--- config.mk ---
export PLATFORM = sky130hd
export DESIGN_NAME = relocation_target_selector_unit
export DESIGN_NICKNAME = d
export VERILOG_FILES = /design/src/design/rts_pkg.sv /design/src/design/relocation_target_selector_unit.sv /design/src/design/rts_cfg_regs.sv /design/src/design/rts_region_eval.sv /design/src/design/rts_placement.sv
export SDC_FILE = /design/constraint.sdc
export NUM_CORES = 1
export LEC_CHECK = 0
export BUFFER_PORTS_ARGS = -buffer_cell sky130_fd_sc_hd__buf_2
export CAP_MARGIN = 20
export CORE_AREA = 2 2 340 342
export DETAILED_ROUTE_END_ITERATION = 7
export DIE_AREA = 0 0 342 344
export HOLD_SLACK_MARGIN = 0.08
export PLACE_DENSITY = 0.47
export SYNTH_ARGS = -nofsm -noshare
export SYNTH_HDL_FRONTEND = slang
export SYNTH_SLANG_ARGS = --single-unit
--- constraint.sdc ---
create_clock -name clk -period 21.4 [get_ports clk]
set_input_delay 5.35 -clock clk [delete_from_list [all_inputs] [get_ports clk]]
set_output_delay 5.35 -clock clk [all_outputs]
set_load 0.03 [all_outputs]
--- src/design/rts_pkg.sv ---
package rts_pkg;

  // Request codes carried in req_type.
  localparam logic REQ_REGION = 1'b0;
  localparam logic REQ_FINISH = 1'b1;

  // Register word indexes (byte address = 4 * index).
  localparam int unsigned ADDR_W = 4;
  localparam logic [1:0] REG_IMAGE_START = 2'd0;
  localparam logic [1:0] REG_IMAGE_END   = 2'd1;
  localparam logic [1:0] REG_ALIGN_BYTES = 2'd2;

  localparam int unsigned ALIGN_W = 17;
  localparam logic [ALIGN_W-1:0] ALIGN_RESET = 17'd16;

  // Placement window: nothing may end above LIMIT_ADDR.
  localparam logic [31:0] LIMIT_ADDR = 32'hFFF0_0000;
  localparam logic [31:0] MEG_BIT    = 32'h0010_0000;
  localparam logic [31:0] MEG_LOW    = 32'h000F_FFFF;

  typedef struct packed {
    logic        req_type;
    logic [63:0] region_start;
    logic [63:0] region_end;
  } in_word_t;

  typedef struct packed {
    logic [31:0] copy_source;
    logic [31:0] copy_dest;
    logic [31:0] copy_length;
  } out_word_t;

  // Configuration as seen by the datapath, with derived terms precomputed.
  typedef struct packed {
    logic [31:0] image_start;
    logic [31:0] image_end;
    logic [31:0] size;    // image_end - image_start
    logic [31:0] mask;    // align_bytes - 1
    logic [31:0] padded;  // size + mask
  } cfg_t;

endpackage

--- src/design/relocation_target_selector_unit.sv ---
// Channel  | Direction | Handshake                     | Word
// ---------+-----------+-------------------------------+---------------------------
// in       | input     | in_valid / in_stall           | req_type, region_start/end
// out      | output    | out_valid / out_stall         | copy_source/dest/length
// apb      | input     | psel, penable, pwrite, pready | image_start/end, align_bytes
//
// One word per cycle on the input while in_stall is low. A word is registered,
// evaluated in the following cycle and, for a finish, its result lands in the
// output register once that register is free. Reset (rst, synchronous) clears
// the search and restores the register defaults. A held result stalls the input
// only for a staged finish; region words keep flowing past a stalled output.
module relocation_target_selector_unit (
  input  logic                        clk,
  input  logic                        rst,
  input  logic                        in_valid,
  output logic                        in_stall,
  input  rts_pkg::in_word_t           in_data,
  output logic                        out_valid,
  input  logic                        out_stall,
  output rts_pkg::out_word_t          out_data,
  input  logic                        psel,
  input  logic                        penable,
  input  logic                        pwrite,
  input  logic [rts_pkg::ADDR_W-1:0]  paddr,
  input  logic [31:0]                 pwdata,
  output logic [31:0]                 prdata,
  output logic                        pready
);

  rts_pkg::cfg_t      cfg;
  rts_pkg::in_word_t  s1_data;
  rts_pkg::out_word_t place;
  logic               s1_valid;
  logic               s1_valid_next;
  logic               s1_fire;
  logic               s1_finish;
  logic               in_fire;
  logic               out_free;
  logic               out_valid_next;
  logic [31:0]        best_end;
  logic               best_valid;
  logic [31:0]        cur_best;
  logic               win;
  logic [31:0]        new_end;

  rts_cfg_regs u_cfg (
    .clk     (clk),
    .rst     (rst),
    .psel    (psel),
    .penable (penable),
    .pwrite  (pwrite),
    .paddr   (paddr),
    .pwdata  (pwdata),
    .prdata  (prdata),
    .pready  (pready),
    .cfg     (cfg)
  );

  // Until some region wins, the live image end is the bar to beat.
  assign cur_best = best_valid ? best_end : cfg.image_end;

  rts_region_eval u_eval (
    .region_start (s1_data.region_start),
    .region_end   (s1_data.region_end),
    .size         (cfg.size),
    .cur_best     (cur_best),
    .win          (win),
    .new_end      (new_end)
  );

  rts_placement u_place (
    .cfg      (cfg),
    .cur_best (cur_best),
    .result   (place)
  );

  // Handshake. Only a finish needs the output register to be free.
  assign s1_finish = s1_data.req_type == rts_pkg::REQ_FINISH;
  assign out_free  = !out_valid || !out_stall;
  assign s1_fire   = s1_valid && (!s1_finish || out_free);
  assign in_stall  = s1_valid && !s1_fire;
  assign in_fire   = in_valid && !in_stall;

  always_comb begin
    s1_valid_next = s1_valid;
    if (in_fire) begin
      s1_valid_next = 1'b1;
    end else if (s1_fire) begin
      s1_valid_next = 1'b0;
    end
    out_valid_next = out_valid;
    if (s1_fire && s1_finish) begin
      out_valid_next = 1'b1;
    end else if (!out_stall) begin
      out_valid_next = 1'b0;
    end
  end

  always_ff @(posedge clk) begin
    if (rst) begin
      s1_valid  <= 1'b0;
      out_valid <= 1'b0;
    end else begin
      s1_valid  <= s1_valid_next;
      out_valid <= out_valid_next;
    end
  end

  // payload registers
  always_ff @(posedge clk) begin
    if (in_fire) s1_data <= in_data;
    if (s1_fire && s1_finish) out_data <= place;
  end

  // Running best; a finish re-arms the search.
  always_ff @(posedge clk) begin
    if (rst) begin
      best_valid <= 1'b0;
      best_end   <= '0;
    end else if (s1_fire) begin
      if (s1_finish) begin
        best_valid <= 1'b0;
        best_end   <= '0;
      end else if (win) begin
        best_valid <= 1'b1;
        best_end   <= new_end;
      end
    end
  end

  // A result only appears behind a finish that left the input stage.
  a_out_from_finish: assert property (@(posedge clk) disable iff (rst)
    $rose(out_valid) |-> $past(s1_valid && s1_finish))
    else $error("result raised without a finish word");

  // Emitting a placement always re-arms the search.
  a_rearm: assert property (@(posedge clk) disable iff (rst)
    (s1_fire && s1_finish) |=> !best_valid)
    else $error("search not re-armed after finish");

  // Input stalls only for a finish blocked by a held result.
  a_stall_cause: assert property (@(posedge clk) disable iff (rst)
    in_stall |-> (s1_valid && s1_finish && out_valid && out_stall))
    else $error("input stalled without cause");

  // A blocked finish must hold the input off.
  a_hold_off: assert property (@(posedge clk) disable iff (rst)
    (s1_valid && s1_finish && out_valid && out_stall) |-> in_stall)
    else $error("finish overrun by new word");

endmodule

--- src/design/rts_cfg_regs.sv ---
module rts_cfg_regs (
  input  logic                        clk,
  input  logic                        rst,
  input  logic                        psel,
  input  logic                        penable,
  input  logic                        pwrite,
  input  logic [rts_pkg::ADDR_W-1:0]  paddr,
  input  logic [31:0]                 pwdata,
  output logic [31:0]                 prdata,
  output logic                        pready,
  output rts_pkg::cfg_t               cfg
);

  logic [31:0]                 image_start;
  logic [31:0]                 image_end;
  logic [rts_pkg::ALIGN_W-1:0] align_bytes;
  logic [31:0]                 size;
  logic [31:0]                 mask;
  logic [31:0]                 padded;

  logic [31:0]                 image_start_next;
  logic [31:0]                 image_end_next;
  logic [rts_pkg::ALIGN_W-1:0] align_bytes_next;
  logic [31:0]                 size_next;
  logic [31:0]                 mask_next;
  logic                        wr;
  logic [1:0]                  idx;

  assign pready = 1'b1;
  assign wr     = psel && penable && pwrite;
  assign idx    = paddr[3:2];

  always_comb begin
    image_start_next = image_start;
    image_end_next   = image_end;
    align_bytes_next = align_bytes;
    if (wr) begin
      unique case (idx)
        rts_pkg::REG_IMAGE_START: image_start_next = pwdata;
        rts_pkg::REG_IMAGE_END:   image_end_next   = pwdata;
        rts_pkg::REG_ALIGN_BYTES: align_bytes_next = pwdata[rts_pkg::ALIGN_W-1:0];
        default: ;
      endcase
    end
    // derived terms track the written value so they are ready on the next edge
    size_next = image_end_next - image_start_next;
    mask_next = {{(32-rts_pkg::ALIGN_W){1'b0}}, align_bytes_next} - 32'd1;
  end

  always_ff @(posedge clk) begin
    if (rst) begin
      image_start <= '0;
      image_end   <= '0;
      align_bytes <= rts_pkg::ALIGN_RESET;
      size        <= '0;
      mask        <= {{(32-rts_pkg::ALIGN_W){1'b0}}, rts_pkg::ALIGN_RESET} - 32'd1;
      padded      <= {{(32-rts_pkg::ALIGN_W){1'b0}}, rts_pkg::ALIGN_RESET} - 32'd1;
    end else begin
      image_start <= image_start_next;
      image_end   <= image_end_next;
      align_bytes <= align_bytes_next;
      size        <= size_next;
      mask        <= mask_next;
      padded      <= size_next + mask_next;
    end
  end

  always_comb begin
    unique case (idx)
      rts_pkg::REG_IMAGE_START: prdata = image_start;
      rts_pkg::REG_IMAGE_END:   prdata = image_end;
      rts_pkg::REG_ALIGN_BYTES: prdata = {{(32-rts_pkg::ALIGN_W){1'b0}}, align_bytes};
      default:                  prdata = '0;
    endcase
  end

  assign cfg.image_start = image_start;
  assign cfg.image_end   = image_end;
  assign cfg.size        = size;
  assign cfg.mask        = mask;
  assign cfg.padded      = padded;

endmodule

--- src/design/rts_region_eval.sv ---
module rts_region_eval (
  input  logic [63:0] region_start,
  input  logic [63:0] region_end,
  input  logic [31:0] size,
  input  logic [31:0] cur_best,
  output logic        win,
  output logic [31:0] new_end
);

  logic        start_ok;
  logic [31:0] lo;
  logic [31:0] hi;
  logic [31:0] hi_m1;
  logic [31:0] hi_msz;
  logic [31:0] hi_r;
  logic [31:0] room;
  logic [31:0] base;

  always_comb begin
    start_ok = region_start <= {32'd0, rts_pkg::LIMIT_ADDR};
    lo       = region_start[31:0];
    hi       = (region_end > {32'd0, rts_pkg::LIMIT_ADDR}) ? rts_pkg::LIMIT_ADDR
                                                             : region_end[31:0];
    hi_m1    = hi - 32'd1;
    hi_msz   = hi - size;
    hi_r     = hi;
    // pull the end down to a megabyte boundary if hi - 1 or hi - size has MEG_BIT set
    priority if ((hi_m1 & rts_pkg::MEG_BIT) != '0) begin
      if (hi != '0) hi_r = hi_m1 & ~rts_pkg::MEG_LOW;
    end else if ((hi_msz & rts_pkg::MEG_BIT) != '0) begin
      if (hi >= rts_pkg::MEG_BIT) hi_r = (hi - rts_pkg::MEG_BIT) & ~rts_pkg::MEG_LOW;
    end else begin
      hi_r = hi;
    end
    room    = hi_r - lo;
    base    = hi_r - size;
    win     = start_ok && (hi_r >= lo) && (room >= size) && (base > cur_best);
    new_end = hi_r;
  end

endmodule

--- src/design/rts_placement.sv ---
module rts_placement (
  input  rts_pkg::cfg_t     cfg,
  input  logic [31:0]       cur_best,
  output rts_pkg::out_word_t result
);

  logic [31:0] dest0;

  always_comb begin
    dest0              = cur_best - cfg.padded;
    // bring the low bits back in step with the old start
    result.copy_source = cfg.image_start;
    result.copy_dest   = dest0 + ((cfg.image_start - dest0) & cfg.mask);
    result.copy_length = cfg.size;
  end

endmodule
### Yosys cells after proc, flatten, opt, wreduce, memory -nomap -nowiden

Index checks and enable logic that the tools add are counted.

| operators by class | value |
|---|---|
| magnitude comparators | 6 |
| reduce and logical (&&, ||, !) cells | 21 |
| add/subtract/negate cells | 11 |
| equal/unequal tests | 3 |
| bitwise logic cells | 1 |
| muxes and demuxes | 21 |

Operators by type and width:

| cell | count |
|---|---|
| two-way mux 32 bit | 12 |
| subtractor 32 bit | 5 |
| one-hot mux 32 bit (3 select lines) | 1 |
| adder 32 bit | 2 |
| >= comparator 32 bit | 2 |
| > comparator 64 x 32 -> 1 bit, second input constant | 1 |
| <= comparator 64 x 32 -> 1 bit, second input constant | 1 |
| two-way mux 17 bit | 2 |
| bitwise AND 32 bit | 1 |
| >= comparator 32 x 21 -> 1 bit, second input constant | 1 |
| > comparator 32 bit | 1 |
| nonzero test 32 bit | 1 |
| subtractor 32 x 1 -> 32 bit, second input constant | 1 |
| subtractor 32 x 21 -> 32 bit, second input constant | 1 |
| subtractor 21 bit | 1 |
| subtractor 17 x 1 -> 18 bit, second input constant | 1 |
| logical AND 1 bit | 9 |
| two-way mux 1 bit | 6 |
| logical NOT 1 bit | 5 |
| nonzero test 2 bit | 2 |
| == test 2 x 1 -> 1 bit, second input constant | 1 |
| == test 2 bit, second input constant | 1 |
| logical NOT 2 bit | 1 |
| logical OR 1 bit | 2 |
| 2 further kinds | 2 |

| storage, ports and cells | value |
|---|---|
| logic and storage cells | 79 |
| flip-flop bits (word level) | 437 |
| output and inout port bits | 131 |

### Longest topological paths before layout

Gate-level depths: netlist of run 1.

| depth | value |
|---|---|
| depth in word-level cells | 12 |
| depth in mapped cells | 47 |
| depth with buffers taken out | 42 |

### By module

Synthesis of run 1 repeated with hierarchy kept, for this count alone.

| unflattened totals | value |
|---|---|
| cells, all modules | 3,435 |
| area total of the unflattened synthesis | 31,104.8 µm² |

Modules (own cells, without submodules):

| module | cells an instance | instances | seq. area each (µm²) | area each (µm²) |
|---|---|---|---|---|
| rts_cfg_regs | 1,349 | 1 | 3,263.1 | 10,679.0 |
| relocation_target_selector_unit | 350 | 1 | 7,457.2 | 8,328.0 |
| rts_region_eval | 911 | 1 | 0.0 | 6,372.4 |
| rts_placement | 825 | 1 | 0.0 | 5,725.5 |

### Least setup slack after synthesis of run 1

Ideal clock, no wire load.

| path | value |
|---|---|
| path type | input -> output |
| start point | in paddr[2] (netlist name) |
| end point | out prdata[0] |
| arrival time | 6.993 ns |
| buffers on the path | 2 |
| required time | 16.050 ns |
| path slack | 9.057 ns |
| cell stages on the path | 4 |
| cells stage by stage | clkbuf_1 -> buf_1 -> mux2i_1 -> o21ai_0 |

| on the way | value |
|---|---|
| cells in the longest elaborated chain, start to end | 2 |
| elaborated cells between the ends (all ways) | 4 |
| those cells by class | 2 x eq/ne; 1 x mux; 1 x reduce/logical |

Ends and longest elaborated chain:

| element | RTL line | RTL |
|---|---|---|
| start: declaration | relocation_target_selector_unit.sv:24 | `input logic [rts_pkg::ADDR_W-1:0] paddr,` |
| == test 2 bit (tied with other cells) | rts_cfg_regs.sv:69 | `unique case (idx)` |
| one-hot mux 32 bit (3 select lines) (*) | rts_cfg_regs.sv:69 |  |
| end: declaration | relocation_target_selector_unit.sv:26 | `output logic [31:0] prdata,` |

Mark *: on every way between the ends. The rest lies on a longest branch, timed or not.

### Worst setup path after layout of run 1

| path | value |
|---|---|
| start point | in paddr[3] (netlist name) |
| end point | out prdata[15] |

Same word-level chain as after synthesis.

==> run_results.csv, run 1 <==
group,metric,value,unit
pwr,clock_power_share,35.7,%
sta,skew,0.0151,ns
clocking,cts-resized-gates,0,
yosys,synth_fp_nets,3471,
setup_path,path_cells,"buf_2, nor2b_2, nand2_1, o21ai_0, buf_2",
global_routing,grt_pass1_vias,22300,
yosys,yosys-top-cells-count,"ha_1 (302), nor2_1 (250), edfxtp_1 (225), inv_1 (225), dfxtp_1 (198)",
yosys,netlist.area_leader.share,23.8,%
setup_path,slowest_stage,"nor2b_2",
clocking,cts_tree,"done",
pwr,ir_drop,0.0660,mV
pwr,p_leak,14.7,nW
yosys,async_reset_ff_share,0,%
clocking,cts.clk_slew.worst_paths,0.06,ns
die,die_area,118000,µm²
yosys,syn_avg_cell_area,9.48,µm²
place,placed_cells,4744,
setup_path,critPathMaxFanout,35,
drt,antenna_left,0,
setup_path,reg2reg_slack,9.38,ns
sta,finalWorstSetupSlack,8.28,ns
clocking,ctsHoldBuffers,0,
setup_path,r2r_start,"s1_data[12]",
yosys,synth.most_common_cell,"ha_1",
yosys,synthFlopType,"edfxtp_1",
layout,final_area,33500,µm²
die,core_area,114000,µm²
setup_path,critPathKind,"in -> out",
clocking,postCtsSetupRepairBufs,0,
setup_path,worstPathArrival,7.77,ns
min_path,worstHoldPathCells,0,
sta,slew_viol_final,0,
clocking,cts.sinks,423,
pwr,power.sequential.fraction,35.7,%
drt,routedWlPerCell,19.0,µm
sta,fmax,76.2,MHz
yosys,synth_area_leaders,"edfxtp_1 (24%), dfxtp_1 (14%), ha_1 (13%), mux2i_1 (4.0%), xnor2_1 (3.8%)",
die,ios,303,
setup_path,cp.required,16.05,ns
min_path,min-delay-start,"u_cfg.size[22]",
sta,max_slew.worst_pin.slew,1.12,ns
setup_path,crit_top_cell,"buf_2",
setup_path,rr_endpoint,"best_end[29]",
clocking,clock_path_buffers,3,
min_path,hold_path.class,"reg -> reg",
layout,finalNonFillerCells,4856,
setup_path,cp-start-kind,"input port",
yosys,syn_area,28300,µm²
layout,layout.nets,3770,
clocking,htree_num_levels,2,
sta,maxSlewHeadroom,25.0,%
yosys,syn_inst,2990,
sta,min_period,13.12,ns
place,io_buffers,299,
status,status,"complete, no violations",
yosys,synth_seq_area_share,37.8,%
yosys,synth_cell_types,81,
place,pre_cts_slack,8.27,ns
sta,grt_setup_unrepaired,"no",
pwr,p_int,1.80,mW
drt,avgViaCountPerCell,4.65,
drt,dr_total_vias,22600,
clocking,cts_root_buffer,"clkbuf_16",
place,placement.cell_area,31600,µm²
job,cap_violations,0,
place,routabilityCongestion,0.871,
global_routing,grt_start_max_net_pins,105,
pwr,p_sw,0.886,mW
layout,syn_to_final_growth,18.2,%
pwr,pwr-share-comb,28.6,%
global_routing,grtUsageTotal,15.3,%
yosys,ys_warn_count,0,
sta,period_share,61.3,%
die,die_y,344,µm
drt,drc,0,
die,num_rows,124,
sta,hold_viol_final,0,
place,dp_hpwl,73600,µm
global_routing,grt_antenna_before_repair,29,
yosys,synth_edf_count,225,
clocking,cts_made_buffers,55,
drt,drt-total-wl,92100,µm
yosys,synth_seq_cells,423,
clocking,clock_latency,0.65,ns
sta,fin_tns_setup,0,ns
drt,drtIter0Drc,1037,
setup_path,end_kind,"output port",
yosys,synth_top_area_cell,"edfxtp_1",
sta,setup_viol,0,
drt,first_pass_iters,5,
pwr,p_per_area,80.2,nW/µm²
pwr,switching_share,33.0,%
die,start_util,24.9,%
die,die-width,342,µm
global_routing,globalRoute.totalOverflow,0,
setup_path,worstRegToRegCells,37,
global_routing,grt_first_pass_wirelength,136000,µm
setup_path,max_stage_delay,1.03,ns
layout,drive_gt1_share,14.5,%
min_path,whs_endpoint,"out_data[22]",
==> worst max-delay path: cells and delay by family <==
kind                   cells  cell delay [ns]
AOI/OAI and AO/OA          1             0.26
buffers and inverters      2             0.97
and+or+nand+nor            2             1.13
==> kinds of logic (layout without fill, tap and decap cells) <==
logic type / Yosys count / after routing / synth area share (%)
simple gates: 902 / 902 / 16.3
compound gates: 705 / 705 / 16.3
flops: 423 / 423 / 37.8
fa+ha+maj: 309 / 309 / 13.8
buf+inv: 300 / 645 / 4.02
xor+xnor: 202 / 202 / 6.24
mux: 148 / 148 / 5.48
other cells: 1 / 10 / 0.0132
==> state kept, by name, summed over array words and instances, names as in the netlist, 18 cells and up <==
register	count
s1_data	128
out_data	96
best_end	32
u_cfg.image_end	32
u_cfg.image_start	32
u_cfg.padded	32
u_cfg.size	32
u_cfg.mask	18
==> power by group through the flow <==
stage / Clock [mW] / Sequential (mW) / Combinational, mW
after floorplan: 0 / 0.982 / 0.558
after global placement: 0 / 0.978 / 0.764
after detailed placement: 0 / 0.978 / 0.766
after CTS: 0.997 / 0.961 / 0.772
after global routing: 1.02 / 0.966 / 0.867
final: 0.960 / 0.960 / 0.767
==> placed cells by master (no fill, tap or decap), types with 41 or more instances in the layout <==
cell type,Yosys,final
ha_1,302,302
buf_2,5,298
nor2_1,250,249
inv_1,225,225
edfxtp_1,225,225
dfxtp_1,198,197
a21oi_1,190,189
o21ai_0,141,141
nand2_1,137,137
a21o_1,123,123
xnor2_1,122,122
mux2i_1,112,112
nor2b_1,112,109
xor2_1,80,80
nor3_1,78,76
clkbuf_16,0,58
nand3_1,51,51
and2_1,44,44
and3_1,42,42
nand4_1,41,41
==> how the worst max path moves through the flow <==
stage | from | slack [ns] | endpoint
final | paddr[3] | 8.28 | prdata[15]
after global routing | paddr[3] | 8.17 | prdata[13]
after CTS | paddr[3] | 8.27 | prdata[8]
after detailed placement | paddr[3] | 8.27 | prdata[8]
after global placement | paddr[3] | 8.27 | prdata[15]
after floorplan | paddr[2] | 9.06 | prdata[0]
==> per-layer routing <==
metal  routed length (µm)  part of all wire [%]  vias to the layer above  track usage, %
met5                  216                  0.23                        -               0
met4                 2420                   2.6                       36            4.41
met3                 4640                   5.0                      148            3.24
met2                39300                    43                      408            23.6
met1                45500                    49                    10500            21.4
li1                     -                     -                    11500               -
==> final cells by class <==
type                            count  area (µm²)
Clock inverter                     21         163
Antenna cell                        9        22.5
Multi-Input combinational cell   2267       16500
Timing Repair Buffer              316        1630
Clock buffer                       82        1700
Sequential cell                   423       10700
Inverter                          226         848
Tap cell                         1512        1890
Fill cell                       12100       80400
==> through the flow <==
step	power (mW)	hold WS (ns)	utilization, %
floorplan	1.54	0.408	-
global placement	1.74	0.412	27.8
detailed placement	1.74	0.417	27.8
CTS	2.73	0.431	29.4
global route	2.86	0.441	29.4
finish	2.69	0.430	29.4
Note: power is estimated with default switching activity, not from simulation.
==> inputs of run 2 (changes only) <==
--- a/config.mk
+++ b/config.mk
@@ -5,11 +5,12 @@
 export SDC_FILE = /design/constraint.sdc
 export NUM_CORES = 1
 export LEC_CHECK = 0
+export ABC_AREA = 1
 export BUFFER_PORTS_ARGS = -buffer_cell sky130_fd_sc_hd__buf_2
 export CAP_MARGIN = 20
-export CORE_AREA = 2 2 340 342
+export CORE_AREA = 2 2 350 352
 export DETAILED_ROUTE_END_ITERATION = 7
-export DIE_AREA = 0 0 342 344
+export DIE_AREA = 0 0 352 354
 export HOLD_SLACK_MARGIN = 0.08
 export PLACE_DENSITY = 0.47
 export SYNTH_ARGS = -nofsm -noshare
==> constraint.sdc (replaced) <==
create_clock -name clk -period 12.6 [get_ports clk]
set_input_delay 3.15 -clock clk [delete_from_list [all_inputs] [get_ports clk]]
set_output_delay 3.15 -clock clk [all_outputs]
set_load 0.03 [all_outputs]
==> run 2 against run 1 <==
  * Largest power group is now the clock network
  * First-iteration DRC count rose by 86%
  * Synthesized cell count rose by 34%
  * Wire length rose by 15%
  * Clock-buffer cell count fell by 21
  * Sequential power rose by 72%
  * Worst hold slack improved by 0.0031 ns
==> run_results.csv, run 2 <==
group,metric,value,unit
status,status,"complete, no violations",
yosys,netlist.area_leader.share,22.5,%
global_routing,grt_start_max_net_pins,78,
clocking,cts_made_buffers,54,
drt,antenna_left,0,
sta,fin_tns_setup,0,ns
setup_path,crit_top_cell,"nand2_1",
clocking,cts-resized-gates,0,
drt,drc,0,
layout,biggestRegsByFlops,"s1_data: 128 flops, out_data: 96 flops",
clocking,ctsHoldBuffers,0,
global_routing,grt_pass1_vias,26300,
min_path,hold_path.class,"reg -> reg",
pwr,p_per_area,140,nW/µm²
layout,regArea,10700,µm²
pwr,p_leak,17.0,nW
die,core_area,121000,µm²
place,routabilityCongestion,0.885,
yosys,synth_cell_types,61,
yosys,syn_area,30100,µm²
sta,slew_viol_final,0,
yosys,async_reset_ff_share,0,%
yosys,synth_edf_count,225,
setup_path,end_kind,"flip-flop",
setup_path,slowest_stage,"nand3_1",
setup_path,worstPathArrival,10.92,ns
yosys,synth_seq_area_share,35.6,%
sta,min_period,10.42,ns
setup_path,cp-start-kind,"flip-flop",
yosys,synthFlopType,"edfxtp_1",
sta,period_share,82.7,%
global_routing,grt_antenna_before_repair,12,
die,die_area,125000,µm²
yosys,synth_area_leaders,"edfxtp_1 (22%), dfxtp_1 (13%), ha_1 (13%), nand2_1 (9.4%), inv_1 (7.9%)",
clocking,clock_path_buffers,3,
layout,multi_input_area,16500,µm²
die,num_rows,128,
sta,max_slew.worst_pin.slew,1.03,ns
clocking,cts_root_buffer,"clkbuf_16",
die,die_y,354,µm
sta,grt_setup_unrepaired,"no",
job,cap_violations,0,
clocking,postCtsSetupRepairBufs,0,
clocking,htree_num_levels,2,
setup_path,cp.required,13.11,ns
layout,final_common_cell,"nand2_1",
clocking,clock_latency,0.66,ns
yosys,syn_inst,4008,
setup_path,critPathMaxFanout,42,
place,io_buffers,299,
layout,top_register,"s1_data",
clocking,cts.sinks,423,
layout,drive_gt1_share,11.1,%
setup_path,max_stage_delay,0.57,ns
sta,maxSlewHeadroom,31.2,%
layout,syn_to_final_growth,17.3,%
sta,fmax,96.0,MHz
pwr,finalPower,4.92,mW
sta,skew,0.0310,ns
clocking,cts.clk_slew.worst_paths,0.06,ns
yosys,ys_warn_count,0,
yosys,syn_avg_cell_area,7.51,µm²
die,die-width,352,µm
pwr,ir_drop,0.102,mV
die,start_util,24.9,%
global_routing,globalRoute.totalOverflow,0,
drt,dr_total_vias,27300,
yosys,synth_top_area_cell,"edfxtp_1",
sta,setup_viol,0,
layout,n_antenna_cell,0,
drt,drt-total-wl,106000,µm
yosys,synth_seq_cells,423,
global_routing,grtUsageTotal,16.5,%
drt,first_pass_iters,5,
layout,fill_cells,13200,
sta,hold_viol_final,0,
layout,largest_register_ffs,128,
drt,avgViaCountPerCell,4.57,
yosys,yosys-top-cells-count,"nand2_1 (751), inv_1 (630), nor2_1 (383), a21oi_1 (378), ha_1 (302)",
yosys,synth_fp_nets,4489,
layout,final_cell_mix,"nand2_1 (751), inv_1 (629), nor2_1 (380)",
setup_path,critPathKind,"reg -> reg",
yosys,synth.most_common_cell,"nand2_1",
global_routing,grt_first_pass_wirelength,158000,µm
place,dp_hpwl,87100,µm
drt,drtIter0Drc,1934,
clocking,cts_tree,"done",
die,ios,303,
layout,layout.nets,4782,
drt,routedWlPerCell,17.8,µm
run 2: cell count changes after synthesis, moves of 77 or more:
cell	delta
a21o_1	-111
nand2_1	+614
mux2i_1	-112
a21oi_1	+188
nor2b_1	-112
nand3_1	+137
nor2_1	+133
o21ai_0	+152
inv_1	+405
xnor2_1	-77
run 2: layout make-up:
| type | count | share of cell area [%] |
|---|---|---|
| tap | 1625 | 5.76 |
| inverter | 666 | 7.09 |
| clock buffer | 61 | 4.05 |
| sequential | 423 | 30.4 |
| clock inverter | 39 | 1.24 |
| timing repair buffer | 317 | 4.64 |
| multi-input combinational | 2839 | 46.8 |
run 2: stage by stage:
stage | cell area (µm²) | cells | utilization [%] | setup slack, ns | hold WS (ns)
detailed placement | 33400 | 5870 | 27.6 | 2.01 | 0.423
finish | 35300 | 5970 | 29.2 | 2.18 | 0.433
global placement | 33400 | 5870 | 27.6 | 2.11 | 0.424
CTS | 35300 | 5970 | 29.2 | 2.01 | 0.436
floorplan | 30100 | 4008 | - | 3.10 | 0.408
global route | 35300 | 5970 | 29.2 | 1.13 | 0.458
run 2: critical path, delay by kind of cell (launching register included):
kind,cells,cell delay (ns)
simple gates,28,5.59
xor+xnor,1,0.10
compound gates,11,2.11
fa+ha+maj,4,1.15
flops,1,0.46
buf+inv,6,0.81
run 2: cells by family after synthesis:
kind of cell	Yosys count	share of synthesized area (%)
AO/OA/AOI/OAI	867	15.9
XOR/XNOR	170	4.95
adder cells (fa/ha/maj)	309	13.0
buffers and inverters	746	9.50
flip-flops	423	35.6
other	1	0.0125
AND/OR/NAND/NOR	1492	21.0
run 2: where the power goes:
| group | internal (mW) | switching [mW] |
|---|---|---|
| Sequential | 1.59 | 0.0672 |
| Combinational | 0.537 | 1.08 |
| Clock | 0.980 | 0.677 |
| Total | 3.10 | 1.82 |
run 2: per-layer routing:
layer	wire length (µm)	global-route usage (%)
met5	56	0
met4	3000	4.73
met3	5340	2.64
met2	45900	26.1
met1	51800	23.1
run 2: path summary, 6_finish.rpt:
kind                  startpoint            to  slack (ns)  depth (start not counted)
setup / recovery     s1_data[29]    best_valid        2.18                         50
hold / removal    u_cfg.size[18]  out_data[18]        0.43                          0
setup reg to reg     s1_data[29]    best_valid        2.18                         50
hold reg to reg   u_cfg.size[18]  out_data[18]        0.43                          0
